<file path="config.mk">
export PLATFORM = sky130hd
export DESIGN_NAME = combination_unrank_lex
export DESIGN_NICKNAME = d
export VERILOG_FILES = /design/src/rtl/core/cul_pkg.sv /design/src/rtl/core/combination_unrank_lex.sv /design/src/rtl/core/cul_divider.sv
export SDC_FILE = /design/constraint.sdc
export NUM_CORES = 2
export LEC_CHECK = 0
export ABC_AREA = 1
export BUFFER_PORTS_ARGS = -buffer_cell sky130_fd_sc_hd__buf_4
export CORE_MARGIN = 2
export CORE_UTILIZATION = 50
export DETAILED_ROUTE_END_ITERATION = 12
export MAX_ROUTING_LAYER = met4
export PLACE_DENSITY = 0.75
export SYNTH_ARGS = -nofsm -noshare
export SYNTH_HDL_FRONTEND = slang
export SYNTH_HIERARCHICAL = 1
export SYNTH_SLANG_ARGS = --single-unit
export TNS_END_PERCENT = 50
</file>
<file path="constraint.sdc">
create_clock -name clock -period 6.3 [get_ports clock]
set_input_delay 0.63 -clock clock [delete_from_list [all_inputs] [get_ports clock]]
set_output_delay 0.63 -clock clock [all_outputs]
set_load 0.05 [all_outputs]
</file>
<file path="src/rtl/core/cul_pkg.sv">
`timescale 1ns / 1ps

package cul_pkg;

   // Limits of the configuration.
   localparam int MAX_SET  = 64;
   localparam int MAX_PICK = 16;

   // Field widths.
   localparam int SET_W   = 7;
   localparam int PICK_W  = 5;
   localparam int COUNT_W = 49;

   // Result buffer: one entry per element of a combination.
   localparam int POS_W = $clog2(MAX_PICK + 1);
   localparam int IDX_W = $clog2(MAX_PICK);

   // The divider takes count*picks_left, a few quotient bits per cycle.
   localparam int PROD_W   = COUNT_W + PICK_W;
   localparam int DIV_STEP = 4;
   localparam int DIV_ITER = (PROD_W + DIV_STEP - 1) / DIV_STEP;
   localparam int DIV_W    = DIV_ITER * DIV_STEP;
   localparam int ITER_W   = $clog2(DIV_ITER);

   // Configuration port.
   localparam int ADDR_W = 5;
   localparam int DATA_W = 64;
   localparam logic [ADDR_W-1:0] REG_SET_SIZE    = 5'd0;
   localparam logic [ADDR_W-1:0] REG_SUBSET_SIZE = 5'd8;
   localparam logic [ADDR_W-1:0] REG_TOTAL_COUNT = 5'd16;

   // Sequencer states.
   typedef enum logic [2:0] {
      ST_IDLE,
      ST_TEST,
      ST_DIV,
      ST_DECIDE,
      ST_EMIT,
      ST_ERROR
   } state_type;

endpackage

</file>
<file path="src/rtl/core/combination_unrank_lex.sv">
`timescale 1ns / 1ps

// Lexicographic combination unranking. A rank beat is taken when start is
// high and busy is low; busy then stays high until every result of that rank
// has been sent. The block walks the candidates 1..n once, and for each
// candidate it examines it computes count*j/i on one shared divider that
// yields four quotient bits a cycle; the final element needs no divide.
// Results then follow one per cycle on rsp_strobe, ascending, the final one
// with rsp_last; the receiver cannot stall, so each result is present for
// exactly one cycle and must be taken then. A bad request (rank of zero or
// above total_count, n or k of zero, k above n or 16, n above 64, or a walk
// that an inconsistent total_count sends astray) gives a single result with
// rsp_error and rsp_last set and element zero. total_count is not checked
// against n and k. Configuration may be written only while busy is low.
module combination_unrank_lex
   import cul_pkg::*;
(
   input  logic               clock,
   input  logic               reset,

   input  logic               start,
   output logic               busy,
   input  logic [COUNT_W-1:0] req_rank,

   output logic               rsp_strobe,
   output logic [SET_W-1:0]   rsp_element,
   output logic               rsp_last,
   output logic               rsp_error,

   input  logic               psel,
   input  logic               penable,
   input  logic               pwrite,
   input  logic [ADDR_W-1:0]  paddr,
   input  logic [DATA_W-1:0]  pwdata,
   output logic [DATA_W-1:0]  prdata,
   output logic               pready
);

   state_type state_ff, state_in;

   logic [SET_W-1:0]   set_size_ff, set_size_in;
   logic [PICK_W-1:0]  subset_size_ff, subset_size_in;
   logic [COUNT_W-1:0] total_count_ff, total_count_in;

   logic [COUNT_W-1:0] xr_ff, xr_in;
   logic [COUNT_W-1:0] cnt_ff, cnt_in;
   logic [SET_W-1:0]   items_ff, items_in;
   logic [PICK_W-1:0]  picks_ff, picks_in;
   logic [POS_W-1:0]   pos_ff, pos_in;
   logic [IDX_W-1:0]   emit_ff, emit_in;

   logic [SET_W-1:0]   picked_ff [MAX_PICK];
   logic               pick_we;
   logic [SET_W-1:0]   pick_val;

   logic               div_start;
   logic [DIV_W-1:0]   div_dividend;
   logic               div_done;
   logic [DIV_W-1:0]   div_quotient;

   logic               cfg_write;
   logic               req_bad;
   logic [PROD_W-1:0]  product;
   logic [COUNT_W-1:0] ch;
   logic [COUNT_W:0]   rank_diff;
   logic [COUNT_W:0]   last_sum;
   logic [SET_W-1:0]   next_elem;

   // Configuration port: always ready, written on the access cycle.
   assign pready    = 1'b1;
   assign cfg_write = psel & penable & pwrite;

   always_comb begin
      set_size_in    = set_size_ff;
      subset_size_in = subset_size_ff;
      total_count_in = total_count_ff;
      if (cfg_write) begin
         case (paddr)
            REG_SET_SIZE:    set_size_in    = pwdata[SET_W-1:0];
            REG_SUBSET_SIZE: subset_size_in = pwdata[PICK_W-1:0];
            REG_TOTAL_COUNT: total_count_in = pwdata[COUNT_W-1:0];
            default: ;
         endcase
      end
   end

   always_comb begin
      case (paddr)
         REG_SET_SIZE:    prdata = DATA_W'(set_size_ff);
         REG_SUBSET_SIZE: prdata = DATA_W'(subset_size_ff);
         REG_TOTAL_COUNT: prdata = DATA_W'(total_count_ff);
         default:         prdata = '0;
      endcase
   end

   // Checks made on the rank beat itself.
   assign req_bad = (set_size_ff == '0) || (set_size_ff > SET_W'(MAX_SET)) ||
                    (subset_size_ff == '0) ||
                    (SET_W'(subset_size_ff) > set_size_ff) ||
                    (subset_size_ff > PICK_W'(MAX_PICK)) ||
                    (req_rank == '0) || (req_rank > total_count_ff);

   // Data path terms shared by the sequencer.
   assign product      = PROD_W'(cnt_ff) * PROD_W'(picks_ff);
   assign div_dividend = DIV_W'(product);
   assign ch           = div_quotient[COUNT_W-1:0];
   assign rank_diff    = {1'b0, xr_ff} - {1'b0, ch};
   assign next_elem    = set_size_ff - items_ff + 1'b1;
   assign last_sum     = (COUNT_W + 1)'(set_size_ff - items_ff) + {1'b0, xr_ff};

   // Sequencer: skip or pick one candidate per divide, then play out.
   always_comb begin
      state_in  = state_ff;
      xr_in     = xr_ff;
      cnt_in    = cnt_ff;
      items_in  = items_ff;
      picks_in  = picks_ff;
      pos_in    = pos_ff;
      emit_in   = emit_ff;
      pick_we   = 1'b0;
      pick_val  = next_elem;
      div_start = 1'b0;

      rsp_strobe  = 1'b0;
      rsp_element = '0;
      rsp_last    = 1'b0;
      rsp_error   = 1'b0;

      case (state_ff)
         ST_IDLE: begin
            if (start) begin
               xr_in    = req_rank;
               cnt_in   = total_count_ff;
               items_in = set_size_ff;
               picks_in = subset_size_ff;
               pos_in   = '0;
               state_in = req_bad ? ST_ERROR : ST_TEST;
            end
         end

         ST_TEST: begin
            if (picks_ff > PICK_W'(1)) begin
               if (items_ff < SET_W'(picks_ff)) begin
                  state_in = ST_ERROR;
               end else begin
                  div_start = 1'b1;
                  state_in  = ST_DIV;
               end
            end else begin
               // Final element comes straight from the remaining rank.
               if ((last_sum == '0) || (last_sum > (COUNT_W + 1)'(set_size_ff))) begin
                  state_in = ST_ERROR;
               end else begin
                  pick_we  = 1'b1;
                  pick_val = last_sum[SET_W-1:0];
                  pos_in   = pos_ff + 1'b1;
                  emit_in  = '0;
                  state_in = ST_EMIT;
               end
            end
         end

         ST_DIV: begin
            if (div_done) begin
               state_in = ST_DECIDE;
            end
         end

         ST_DECIDE: begin
            items_in = items_ff - 1'b1;
            if (rank_diff[COUNT_W] || (rank_diff == '0)) begin
               // Rank falls among combinations starting here: take it.
               pick_we  = 1'b1;
               pos_in   = pos_ff + 1'b1;
               cnt_in   = ch;
               picks_in = picks_ff - 1'b1;
            end else begin
               xr_in  = rank_diff[COUNT_W-1:0];
               cnt_in = cnt_ff - ch;
            end
            state_in = ST_TEST;
         end

         ST_EMIT: begin
            rsp_strobe  = 1'b1;
            rsp_element = picked_ff[emit_ff];
            rsp_last    = (POS_W'(emit_ff) + 1'b1) == pos_ff;
            if (rsp_last) begin
               state_in = ST_IDLE;
            end else begin
               emit_in = emit_ff + 1'b1;
            end
         end

         ST_ERROR: begin
            rsp_strobe = 1'b1;
            rsp_last   = 1'b1;
            rsp_error  = 1'b1;
            state_in   = ST_IDLE;
         end

         default: begin
            state_in = ST_IDLE;
         end
      endcase
   end

   assign busy = (state_ff != ST_IDLE);

   always_ff @(posedge clock) begin
      if (reset) begin
         state_ff       <= ST_IDLE;
         set_size_ff    <= SET_W'(1);
         subset_size_ff <= PICK_W'(1);
         total_count_ff <= COUNT_W'(1);
         xr_ff          <= '0;
         cnt_ff         <= '0;
         items_ff       <= '0;
         picks_ff       <= '0;
         pos_ff         <= '0;
         emit_ff        <= '0;
      end else begin
         state_ff       <= state_in;
         set_size_ff    <= set_size_in;
         subset_size_ff <= subset_size_in;
         total_count_ff <= total_count_in;
         xr_ff          <= xr_in;
         cnt_ff         <= cnt_in;
         items_ff       <= items_in;
         picks_ff       <= picks_in;
         pos_ff         <= pos_in;
         emit_ff        <= emit_in;
      end
   end

   // Chosen elements wait here until the whole walk has succeeded.
   always_ff @(posedge clock) begin
      if (pick_we) begin
         picked_ff[pos_ff[IDX_W-1:0]] <= pick_val;
      end
   end

   cul_divider u_divider (
      .clock        (clock),
      .reset        (reset),
      .div_start    (div_start),
      .div_dividend (div_dividend),
      .div_divisor  (items_ff),
      .div_done     (div_done),
      .div_quotient (div_quotient)
   );

endmodule

</file>
<file path="src/rtl/core/cul_divider.sv">
`timescale 1ns / 1ps

module cul_divider
   import cul_pkg::*;
(
   input  logic              clock,
   input  logic              reset,
   input  logic              div_start,
   input  logic [DIV_W-1:0]  div_dividend,
   input  logic [SET_W-1:0]  div_divisor,
   output logic              div_done,
   output logic [DIV_W-1:0]  div_quotient
);

   logic [DIV_W-1:0]  quo_ff, quo_in;
   logic [SET_W-1:0]  rem_ff, rem_in;
   logic [ITER_W-1:0] iter_ff, iter_in;
   logic              run_ff, run_in;
   logic              done_ff, done_in;

   // Restoring division: the dividend shifts out at the top while quotient
   // bits shift in at the bottom, several bits per cycle.
   always_comb begin
      logic [SET_W:0]   rem_v;
      logic [SET_W-1:0] rem_w;
      logic [DIV_W-1:0] quo_v;
      rem_w   = rem_ff;
      quo_v   = quo_ff;
      for (int b = 0; b < DIV_STEP; b++) begin
         rem_v = {rem_w, quo_v[DIV_W-1]};
         quo_v = {quo_v[DIV_W-2:0], 1'b0};
         if (rem_v >= {1'b0, div_divisor}) begin
            rem_w    = SET_W'(rem_v - {1'b0, div_divisor});
            quo_v[0] = 1'b1;
         end else begin
            rem_w = rem_v[SET_W-1:0];
         end
      end

      quo_in  = quo_ff;
      rem_in  = rem_ff;
      iter_in = iter_ff;
      run_in  = run_ff;
      done_in = 1'b0;
      if (div_start) begin
         quo_in  = div_dividend;
         rem_in  = '0;
         iter_in = '0;
         run_in  = 1'b1;
      end else if (run_ff) begin
         quo_in  = quo_v;
         rem_in  = rem_w;
         iter_in = iter_ff + 1'b1;
         if (iter_ff == ITER_W'(DIV_ITER - 1)) begin
            run_in  = 1'b0;
            done_in = 1'b1;
         end
      end
   end

   // Control resets; the data path does not need to.
   always_ff @(posedge clock) begin
      if (reset) begin
         iter_ff <= '0;
         run_ff  <= 1'b0;
         done_ff <= 1'b0;
      end else begin
         iter_ff <= iter_in;
         run_ff  <= run_in;
         done_ff <= done_in;
      end
   end

   always_ff @(posedge clock) begin
      quo_ff <= quo_in;
      rem_ff <= rem_in;
   end

   assign div_done     = done_ff;
   assign div_quotient = quo_ff;

endmodule

</file>
==> flow_metrics.py <==
metrics = {
    "sta": {
        "tightest_slew_ns": 1.142,
        "finalMaxSlewViolations": 0,
        "tns_ns": 0,
        "finalSetupViolCount": 0,
        "finalCritPeriodShare_pct": 93.53,
        "timing.hold.ws_ns": 0.2658,
        "rsz0062_at_grt": "false",
        "finalHoldViolCount": 0,
        "max_freq_mhz": 169.7,
        "max_slew_margin_pct": 23.06,
        "fin_crit_ns": 5.892,
        "skew_ns": 0.05860,
    },
    "floorplan": {
        "die_area_um2": 82310,
        "die_x_um": 286.9,
        "num_io_pins": 200,
        "start_util_pct": 50.57,
        "die_h_um": 286.9,
        "coreArea_um2": 79130,
        "num_rows": 103,
    },
    "routing": {
        "drt-initial-drc-count": 3972,
        "via_per_inst": 5.608,
        "firstDrtPassIters": 6,
        "num_vias": 41990,
        "routed_wl_um": 158000,
        "ant_nets": 0,
        "drc": 0,
        "routedWlPerCell_um": 21.10,
    },
    "setup_path": {
        "path_class": "reg -> reg",
        "cp-start-kind": "register",
        "cp_slowest_cell": "ha_1",
        "critPathTopFamily": "simple AND/OR/NAND/NOR gates",
        "cpPeakStageDelay_ns": 0.43,
        "endpoint_kind": "register",
        "cp.buffers_inverters": 5,
        "arrival_ns": 6.21,
        "crit_top_cell": "nand2_1",
        "worstPathRequired_ns": 6.62,
        "worstPathMaxFanout": 43,
    },
    "placed_design": {
        "gp_congestion": 1.078,
        "portBuffers": 168,
        "dp_hpwl_um": 129500,
    },
    "yosys": {
        "yosysTopAreaCellShare_pct": 17.78,
        "yosysSeqAreaShare_pct": 22.61,
        "syn_area_um2": 40010,
        "post_synth_num_cell_types": 60,
        "synth_area_leaders": "nand2_1, edfxtp_1, inv_1",
        "avgSynthCellArea_um2": 6.425,
        "ys_seq_elements": 368,
        "ys.warnings.count": 6,
        "yosysTopAreaCell": "nand2_1",
        "async_reset_ff_share_pct": 0,
        "synth_enable_flop_cells": 168,
        "netlist_instances": 6228,
        "ys.flop_type": "dfxtp_1",
    },
    "pwr": {
        "power_density_nw_per_um2": 524.0,
        "p_leak_nw": 23.67,
        "vdd_drop_max_uv": 702.1,
    },
    "clocking": {
        "clk_pin_slew_ns": 0.07,
        "cts_tree": "built",
        "h-tree-depth": 2,
        "numCtsBuffers": 42,
        "clock_latency_ns": 0.62,
        "clock_sinks": 368,
        "cts_root_buf": "clkbuf_16",
        "clk_path_buf_depth": 3,
    },
    "min_path": {
        "hold_class": "in -> reg",
    },
    "status": {
        "outcome": "completed",
    },
    "global_route": {
        "grt_max_degree": 89,
        "grt_pass1_wl_um": 233400,
        "grt_usage_pct": 38.63,
        "globalRouteOverflowTotal": 0,
        "antenna_found_initial": 5,
        "grt_pass1_vias": 39210,
    },
    "final_layout": {
        "drive_gt1_share_pct": 6.797,
        "syn2layout_area_growth_pct": 10.63,
        "finalNetCount": 6997,
    },
    "flow_run": {
        "timing.max_cap.violations": 0,
    },
}
## through the flow
stage	instances	total power (W)	worst slack (ns)	utilization, %	instance area (µm²)
2_1_floorplan	6244	0.01475	0.4114	-	40070
3_3_place_gp	7393	0.01975	0.1341	53.95	42690
3_5_place_dp	7393	0.01975	0.1657	53.95	42690
4_1_cts	7471	0.02239	0.1505	55.75	44120
5_1_grt	7484	0.02498	0.01842	55.94	44260
6_report	7487	0.02319	0.4079	55.95	44270
## layer usage
metal | GRT usage (%) | routed length, µm | part of all wire, %
met1 | 48.76 | 63810 | 40
met5 | - | 0 | 0
met4 | 16.26 | 7993 | 5.1
met2 | 61.98 | 71610 | 45
met3 | 5.484 | 14580 | 9.2
## where the power goes
part / internal [W] / total [W] / switching [W]
Combinational: 0.00603 / 0.0168 / 0.0107
Sequential: 0.00309 / 0.00386 / 0.000770
Clock: 0.00142 / 0.00258 / 0.00116
## layout make-up
type,count,area [µm²]
multi-input combinational,4575,26090
fill,8033,34860
inverter,1137,4272
tap,1050,1314
timing repair buffer,271,2097
clock inverter,22,211.5
clock buffer,56,1215
antenna,8,20.02
sequential,368,9055
## worst min-delay path, cell delays in order
cell	delay, ns
buf_4	0.10
nand2_1	0.05
nand3_1	0.06
## cells in the final DEF (no fill, tap or decap), types with 46 or more instances in the layout
| cell type | n |
|---|---|
| inv_1 | 1122 |
| nand4_1 | 67 |
| fa_1 | 152 |
| o21ai_0 | 374 |
| ha_1 | 322 |
| nor2_1 | 596 |
| nand3_1 | 238 |
| xor2_1 | 79 |
| a21oi_1 | 369 |
| xnor2_1 | 65 |
| buf_4 | 266 |
| edfxtp_1 | 168 |
| nand2_1 | 1891 |
| dfxtp_1 | 195 |
| a31oi_1 | 46 |
## Yosys cell counts, types with 8 or more instances
| master | count |
|---|---|
| clkbuf_1 | 123 |
| o21ai_1 | 32 |
| o22ai_1 | 13 |
| buf_2 | 10 |
| a21o_1 | 13 |
| a21oi_1 | 372 |
| dfxtp_1 | 200 |
| nor3_1 | 35 |
| fa_1 | 153 |
| nor4_1 | 24 |
| buf_4 | 16 |
| a31oi_1 | 46 |
| o211ai_1 | 24 |
| ha_1 | 325 |
| nand3_1 | 239 |
| o21a_1 | 14 |
| xor2_1 | 79 |
| xnor2_1 | 65 |
| o221ai_1 | 29 |
| nor2_1 | 596 |
| nor2_2 | 14 |
| inv_1 | 1126 |
| nand4_1 | 67 |
| nand2_1 | 1895 |
| o21bai_1 | 38 |
| nand3_4 | 8 |
| nand3b_1 | 25 |
| edfxtp_1 | 168 |
| nand2_2 | 16 |
| o21ai_0 | 377 |
## cell families after synthesis
group                    after synthesis  share of synthesized area [%]
AO/OA/AOI/OAI                        985                          13.60
XOR/XNOR                             144                          3.152
adder cells (fa/ha/maj)              478                          17.82
buffers and inverters               1301                          12.55
flip-flops                           368                          22.61
multiplexers                           1                        0.02502
other                                  2                        0.01877
AND/OR/NAND/NOR                     2949                          30.23
## sequential cells by signal, summed over array words and instances (netlist names), 3 cells and up, named ones only
name / flops
set_size_ff: 7
xr_ff: 49
u_divider/rem_ff: 7
picks_ff: 5
picked_ff: 112
items_ff: 7
pos_ff: 5
state_ff: 3
u_divider/iter_ff: 4
cnt_ff: 49
total_count_ff: 49
emit_ff: 4
subset_size_ff: 5
u_divider/div_quotient: 56
## worst paths after layout
path	from	endpoint	slack [ns]	depth (start not counted)
hold / removal	pwdata[0]	total_count_ff[0]$_SDFFE_PP1P_	0.27	3
hold reg to reg	u_divider/iter_ff[3]$_SDFFE_PP0P_	u_divider/iter_ff[3]$_SDFFE_PP0P_	0.48	2
setup reg to reg	items_ff[2]$_SDFFE_PP0P_	picked_ff[13][0]$_DFFE_PP_	0.41	31
setup / recovery	items_ff[2]$_SDFFE_PP0P_	picked_ff[13][0]$_DFFE_PP_	0.41	31
## what timing repair did
item                                    4_1_cts  5_1_grt
gates resized for setup                       0       17
hold buffers                                  0        0
endpoints found under the setup margin        0       24
setup buffers                                 0        8
No activity file was read; power rests on OpenSTA's default activity.
